### src/hdl/fwhc_pkg.sv
// Package for the firmware image header check: magic words, signatures,
// verdict codes and the reflected CRC-32 byte step. No dependencies.
package fwhc_pkg;

  localparam int unsigned SEARCH_SPAN_DEFAULT = 512;

  localparam logic [31:0] MAGIC_TRX      = 32'h3052_4448;
  localparam logic [31:0] MAGIC_CHK      = 32'h5E24_232A;
  localparam logic [31:0] SIG_U2ND       = 32'h5532_4E44;
  localparam logic [31:0] SIG_HDR0       = 32'h4844_5230;
  localparam logic [31:0] CRC_POLY       = 32'hEDB8_8320;
  localparam logic [31:0] CRC_INIT       = 32'hFFFF_FFFF;
  localparam logic [31:0] MAX_LEN_RESET  = 32'h0400_0000;
  localparam logic [31:0] COUNT_MAX      = 32'hFFFF_FFFF;
  localparam logic [31:0] HEADER_BYTES   = 32'd12;
  localparam logic [31:0] MIN_IMAGE_LAST = 32'd31;

  localparam logic [1:0] STATUS_VALID    = 2'd0;
  localparam logic [1:0] STATUS_CRC_BAD  = 2'd1;
  localparam logic [1:0] STATUS_BAD_LEN  = 2'd2;
  localparam logic [1:0] STATUS_UNKNOWN  = 2'd3;

  localparam logic [1:0] KIND_TRX        = 2'd0;
  localparam logic [1:0] KIND_CHK        = 2'd1;
  localparam logic [1:0] KIND_GENERIC    = 2'd2;
  localparam logic [1:0] KIND_UNKNOWN    = 2'd3;

  localparam logic       REG_MAX_LEN     = 1'b0;

  function automatic logic [31:0] crc_byte(input logic [31:0] c, input logic [7:0] b);
    logic [31:0] r;
    r = {24'd0, c[7:0] ^ b};
    for (int k = 0; k < 8; k++) begin
      r = r[0] ? (CRC_POLY ^ {1'b0, r[31:1]}) : {1'b0, r[31:1]};
    end
    return r ^ {8'd0, c[31:8]};
  endfunction

endpackage

### src/hdl/fwhc_if.sv
// Valid/ready channel interfaces for image bytes and verdict words.
// Depends on nothing.
interface fwhc_byte_if;
  logic       valid;
  logic       ready;
  logic [7:0] data_byte;
  logic       last;
  modport source (output valid, output data_byte, output last, input ready);
  modport sink (input valid, input data_byte, input last, output ready);
endinterface

interface fwhc_verdict_if;
  logic        valid;
  logic        ready;
  logic [1:0]  status;
  logic [1:0]  image_kind;
  logic [31:0] computed_crc;
  modport source (output valid, output status, output image_kind, output computed_crc,
                  input ready);
  modport sink (input valid, input status, input image_kind, input computed_crc,
                output ready);
endinterface

### src/hdl/firmware_image_header_check.sv
// Firmware image header check: one byte word per cycle, one verdict word per image.
// Depends on fwhc_pkg and the channel interfaces in fwhc_if.sv.
// The verdict is registered and shown in the cycle after the last byte is accepted.
// Throughput: one byte per cycle; bytes keep flowing while a verdict waits, and
// only the last byte of the next image is held until that verdict is taken.
// Reset (rst, synchronous, active high) clears stream state and the verdict
// valid flag, and sets max_image_len to 0x4000000.
module firmware_image_header_check #(
  parameter int unsigned SEARCH_SPAN = fwhc_pkg::SEARCH_SPAN_DEFAULT
) (
  input  logic                  clk,
  input  logic                  rst,
  input  logic                  psel,
  input  logic                  penable,
  input  logic                  pwrite,
  input  logic [2:0]            paddr,
  input  logic [31:0]           pwdata,
  output logic [31:0]           prdata,
  output logic                  pready,
  fwhc_byte_if.sink             image,
  fwhc_verdict_if.source        verdict
);

  localparam int unsigned MW = (SEARCH_SPAN > 1) ? $clog2(SEARCH_SPAN) : 1;

  logic [31:0]   max_image_len;
  logic [31:0]   byte_count;
  logic [31:0]   magic_word;
  logic [31:0]   declared_len;
  logic [31:0]   expected_crc;
  logic [31:0]   crc_reg;
  logic [23:0]   recent_bytes;
  logic [MW-1:0] earliest_match;
  logic          match_seen;

  logic [31:0]   magic_next, len_next, exp_next, crc_next, win, idx_m3, shifted;
  logic [MW-1:0] match_pos_next;
  logic          match_next, accept, hit;
  logic [1:0]    status_next, kind_next;
  logic [31:0]   crc_out_next;

  assign pready = 1'b1;
  assign prdata = (paddr[2] == fwhc_pkg::REG_MAX_LEN) ? max_image_len : 32'd0;

  always_ff @(posedge clk) begin
    if (rst) begin
      max_image_len <= fwhc_pkg::MAX_LEN_RESET;
    end else if (psel && penable && pwrite && paddr[2] == fwhc_pkg::REG_MAX_LEN) begin
      max_image_len <= pwdata;
    end
  end

  assign image.ready = !verdict.valid || verdict.ready || !image.last;
  assign accept      = image.valid && image.ready;
  assign win         = {recent_bytes, image.data_byte};
  assign idx_m3      = byte_count - 32'd3;
  assign shifted     = {24'd0, image.data_byte} << {byte_count[1:0], 3'b000};

  always_comb begin
    magic_next = magic_word;
    len_next   = declared_len;
    exp_next   = expected_crc;
    crc_next   = crc_reg;
    priority if (byte_count < 32'd4) begin
      magic_next = magic_word | shifted;
    end else if (byte_count < 32'd8) begin
      len_next = declared_len | shifted;
    end else if (byte_count < fwhc_pkg::HEADER_BYTES) begin
      exp_next = expected_crc | shifted;
    end else if (byte_count < declared_len) begin
      crc_next = fwhc_pkg::crc_byte(crc_reg, image.data_byte);
    end else begin
      crc_next = crc_reg;
    end

    hit = (byte_count >= 32'd3) && !match_seen && idx_m3 < 32'(SEARCH_SPAN)
          && (win == fwhc_pkg::SIG_U2ND || win == fwhc_pkg::SIG_HDR0);
    match_next     = match_seen || hit;
    match_pos_next = hit ? idx_m3[MW-1:0] : earliest_match;

    crc_out_next = 32'd0;
    priority if (byte_count < fwhc_pkg::MIN_IMAGE_LAST) begin
      status_next = fwhc_pkg::STATUS_BAD_LEN;
      kind_next   = fwhc_pkg::KIND_UNKNOWN;
    end else if (magic_next == fwhc_pkg::MAGIC_TRX) begin
      kind_next = fwhc_pkg::KIND_TRX;
      if (len_next < fwhc_pkg::HEADER_BYTES
          || {1'b0, len_next} > ({1'b0, byte_count} + 33'd1)
          || len_next > max_image_len) begin
        status_next = fwhc_pkg::STATUS_BAD_LEN;
      end else begin
        crc_out_next = crc_next;
        status_next  = (crc_next == exp_next) ? fwhc_pkg::STATUS_VALID
                                              : fwhc_pkg::STATUS_CRC_BAD;
      end
    end else if (magic_next == fwhc_pkg::MAGIC_CHK) begin
      status_next = fwhc_pkg::STATUS_VALID;
      kind_next   = fwhc_pkg::KIND_CHK;
    end else if (match_next && 32'(match_pos_next) < (byte_count - fwhc_pkg::MIN_IMAGE_LAST)) begin
      status_next = fwhc_pkg::STATUS_VALID;
      kind_next   = fwhc_pkg::KIND_GENERIC;
    end else begin
      status_next = fwhc_pkg::STATUS_UNKNOWN;
      kind_next   = fwhc_pkg::KIND_UNKNOWN;
    end
  end

  always_ff @(posedge clk) begin
    if (rst || (accept && image.last)) begin
      byte_count     <= 32'd0;
      magic_word     <= 32'd0;
      declared_len   <= 32'd0;
      expected_crc   <= 32'd0;
      crc_reg        <= fwhc_pkg::CRC_INIT;
      recent_bytes   <= 24'd0;
      earliest_match <= '0;
      match_seen     <= 1'b0;
    end else if (accept) begin
      if (byte_count != fwhc_pkg::COUNT_MAX) begin
        byte_count <= byte_count + 32'd1;
      end
      magic_word     <= magic_next;
      declared_len   <= len_next;
      expected_crc   <= exp_next;
      crc_reg        <= crc_next;
      recent_bytes   <= win[23:0];
      earliest_match <= match_pos_next;
      match_seen     <= match_next;
    end
  end

  always_ff @(posedge clk) begin
    if (rst) begin
      verdict.valid <= 1'b0;
    end else if (accept && image.last) begin
      verdict.valid <= 1'b1;
    end else if (verdict.ready) begin
      verdict.valid <= 1'b0;
    end
  end

  always_ff @(posedge clk) begin
    if (accept && image.last) begin
      verdict.status       <= status_next;
      verdict.image_kind   <= kind_next;
      verdict.computed_crc <= crc_out_next;
    end
  end

endmodule

### src/flat_wrapper.sv
// flat-port wrapper written by rule: the top's interface ports become plain ports
module firmware_image_header_check_flat 
#(
  parameter int unsigned SEARCH_SPAN = fwhc_pkg::SEARCH_SPAN_DEFAULT
)
  (clk, rst, psel, penable, pwrite, paddr, pwdata, prdata, pready, image_valid, image_data_byte, image_last, image_ready, verdict_valid, verdict_status, verdict_image_kind, verdict_computed_crc, verdict_ready);
  fwhc_byte_if image_i ();
  fwhc_verdict_if verdict_i ();
  input  logic clk;
  input  logic rst;
  input  logic psel;
  input  logic penable;
  input  logic pwrite;
  input  logic [2:0] paddr;
  input  logic [31:0] pwdata;
  output logic [31:0] prdata;
  output logic pready;
  input wire logic [$bits(image_i.valid)-1:0] image_valid;
  input wire logic [$bits(image_i.data_byte)-1:0] image_data_byte;
  input wire logic [$bits(image_i.last)-1:0] image_last;
  output wire logic [$bits(image_i.ready)-1:0] image_ready;
  output wire logic [$bits(verdict_i.valid)-1:0] verdict_valid;
  output wire logic [$bits(verdict_i.status)-1:0] verdict_status;
  output wire logic [$bits(verdict_i.image_kind)-1:0] verdict_image_kind;
  output wire logic [$bits(verdict_i.computed_crc)-1:0] verdict_computed_crc;
  input wire logic [$bits(verdict_i.ready)-1:0] verdict_ready;
  assign image_i.valid = image_valid;
  assign image_i.data_byte = image_data_byte;
  assign image_i.last = image_last;
  assign image_ready = image_i.ready;
  assign verdict_valid = verdict_i.valid;
  assign verdict_status = verdict_i.status;
  assign verdict_image_kind = verdict_i.image_kind;
  assign verdict_computed_crc = verdict_i.computed_crc;
  assign verdict_i.ready = verdict_ready;
  firmware_image_header_check #(.SEARCH_SPAN(SEARCH_SPAN)) u_core (.clk(clk), .rst(rst), .psel(psel), .penable(penable), .pwrite(pwrite), .paddr(paddr), .pwdata(pwdata), .prdata(prdata), .pready(pready), .image(image_i), .verdict(verdict_i));
endmodule
### config.mk
export PLATFORM = sky130hd
export DESIGN_NAME = firmware_image_header_check_flat
export DESIGN_NICKNAME = d
export VERILOG_FILES = /design/src/hdl/fwhc_pkg.sv /design/src/hdl/fwhc_if.sv /design/src/hdl/firmware_image_header_check.sv /design/src/flat_wrapper.sv
export SDC_FILE = /design/constraint.sdc
export NUM_CORES = 1
export LEC_CHECK = 0
export ABC_AREA = 1
export BUFFER_PORTS_ARGS = -buffer_cell sky130_fd_sc_hd__buf_2
export CAP_MARGIN = 40
export CORE_UTILIZATION = 47
export CTS_CLUSTER_DIAMETER = 120
export DETAILED_ROUTE_END_ITERATION = 12
export PLACE_DENSITY_LB_ADDON = 0.25
export SYNTH_ARGS = -nofsm -noshare
export SYNTH_HDL_FRONTEND = slang
export SYNTH_SLANG_ARGS = --single-unit
### constraint.sdc
create_clock -name clk -period 12 [get_ports clk]
set_input_delay 1.8 -clock clk [delete_from_list [all_inputs] [get_ports clk]]
set_output_delay 1.8 -clock clk [all_outputs]
set_load 0.02 [all_outputs]
==> results.cfg <==
[power_and_ir_drop]
p_per_area_nw_per_um2 = 140
ir_drop_uv = 117
leakage_nw = 8.57

[run_status]
status = finished, violations left
violations = design-rule violations

[final_layout]
area_growth_pct = 11.5
diodes = 0
fillers = 3495
drive_gt1_share_pct = 11.2
final_design_area_no_fill_um2 = 19100
fin_nets = 2706

[logic_synthesis]
synth_top_area_cell = dfxtp_1
async_flop_share_pct = 0
ys_types = 51
synthTopCellsByCount = 501 x nand2_1, 300 x inv_1, 280 x nor2_1, 227 x dfxtp_1, 206 x o21ai_0
synth_ff_type = dfxtp_1
syn_area_um2 = 17200
synth-seq-area-share_pct = 32.8
synth_seq_cells = 263
synthDominantCellAreaShare_pct = 26.5
postSynthCellCount = 2498
syn-num-nets = 2653
yosysWarnings = 0
avgSynthCellArea_um2 = 6.87
synth_area_leaders = dfxtp_1 26%, nand2_1 11%, ha_1 7.6%, inv_1 6.6%, edfxtp_1 6.3%
synth.most_common_cell = nand2_1
synth_edf_count = 36

[setup_path]
crit_start = u_core.byte_count[1]$_SDFFE_PP0P_
crit_arrival_ps = 6270
cp-start-kind = register
rr_startpoint = u_core.byte_count[1]$_SDFFE_PP0P_
max_stage_delay_ps = 690
cp_top_family = simple AND/OR/NAND/NOR gates
critPathSlowestCell = dfxtp_1
worstSetupPathType = register to register
crit_path_max_fanout = 32
cpMostUsedCell = nand2_1
crit_buf_inv = 3
cp_data_required_time_ps = 12450
endpoint_kind = register
rrSetupSlack_ps = 6180

[flow_run]
drv_cap = 0

[routing]
first_pass_iters = 9
antenna_left = 0
vias = 16779
vias_per_cell = 5.53
wire_per_inst_um = 17.6
drc = 4
drt_wl_total_mm = 53.4
drtIter0Drc = 1240

[floorplanning]
io_pins = 122
die_x_um = 193
initial_utilization_pct = 48.0
die-area_um2 = 37300
rows = 69
die_h_um = 193
core_area_um2 = 35700

[clocking]
cts_sinks = 263
cts.htree.levels = 1
cts_tree = built
cts_resized = 0
postCtsSetupRepairBufs = 0
insertion_delay_ps = 600
clk_pin_slew_ps = 70
hold_buffers = 0
cts_made_buffers = 30
cts_buffer_depth = 3
clock-root-buffer = clkbuf_16

[place]
dp_hpwl_mm = 40.8
io_buffers = 118
gp_routability_congestion = 0.954
place_area_um2 = 18000

[sta]
slew_violations = 0
skew_ps = 25.3
fin_crit_sh_pct = 48.5
period_needed_ps = 5820
slew_headroom_pct = 46.9
finalSetupViolCount = 0
worst_slew_pin_slew_ps = 796
rsz0062_at_grt = false
tns_ps = 0
finalHoldViolCount = 0
fmax_mhz = 172

[global_route]
grt_max_degree = 87
overflow = 0
track_usage_pct = 28.6
first_global_vias = 15365
grt_first_pass_wirelength_mm = 83.5
antenna_found_initial = 0

[worst_hold_path]
min_from = u_core.magic_word[6]$_SDFFE_PP0P_
hp-class = register to register
==> cells by family (layout without fill, tap and decap cells) <==
logic type | count (synthesis) | after routing | share of synthesized area [%]
buf+inv | 438 | 515 | 10.0
fa+ha+maj | 104 | 104 | 7.58
xor+xnor | 121 | 121 | 6.31
other cells | 1 | 1 | 0.0219
flops | 263 | 263 | 32.8
compound gates | 536 | 536 | 16.7
simple gates | 1035 | 1035 | 26.6
==> worst min-delay path: stages, from the launching register on <==
cell and delay (ps):
dfxtp_1 320, a31oi_1 40, nor2_1 70
==> metrics by stage <==
step / instances / hold WS, ps / utilization (%) / setup WS (ps) / power, mW
2_1_floorplan: 2498 / 431 / - / 7550 / 1.49
3_3_place_gp: 2977 / 442 / 50.2 / 6200 / 1.66
3_5_place_dp: 2979 / 455 / 50.4 / 6190 / 1.68
4_1_cts: 3035 / 469 / 53.5 / 6240 / 2.69
5_1_grt: 3036 / 492 / 53.5 / 5570 / 2.83
6_report: 3036 / 470 / 53.5 / 6180 / 2.69
==> placed cells by master (no fill, tap or decap), drive strengths merged, types with 45 or more instances in the layout <==
cell type    n
a21oi      208
a31oi       46
buf        136
dfxtp      227
ha         104
inv        322
nand2      507
nand3       57
nand4       45
nor2       328
nor3        51
o21ai      242
xor2        92
==> path summary, 6_finish.rpt <==
kind / to / depth (start not counted)
setup / recovery: u_core.verdict.computed_crc[19]$_SDFFCE_PP0P_ / 28
setup reg to reg: u_core.verdict.computed_crc[19]$_SDFFCE_PP0P_ / 28
hold reg to reg: u_core.magic_word[6]$_SDFFE_PP0P_ / 2
hold / removal: u_core.magic_word[6]$_SDFFE_PP0P_ / 2
==> metal layers <==
layer	global-route usage [%]	wire length, um
met4	9.95	1960
met1	36.9	23000
met5	0	0
met3	3.69	3180
met2	48.7	25300
==> power by group <==
group          internal, mW  leakage (nW)  switching (mW)  total [mW]
Combinational         0.219          5.88           0.486       0.704
Clock                 0.617         0.544           0.401        1.02
Sequential            0.924          2.15          0.0404       0.965
Total                  1.76          8.57           0.927        2.69
==> final cells by class <==
cell class	instances	area [um^2]	area share [%]
clock inverters	18	243	1.27
multi-input cells	1797	9840	51.4
repair buffers	136	773	4.04
well taps	461	577	3.01
clock buffers	38	863	4.51
inverters	323	1210	6.34
flip-flops and latches	263	5630	29.4
Power figures use the tool's default switching activity.
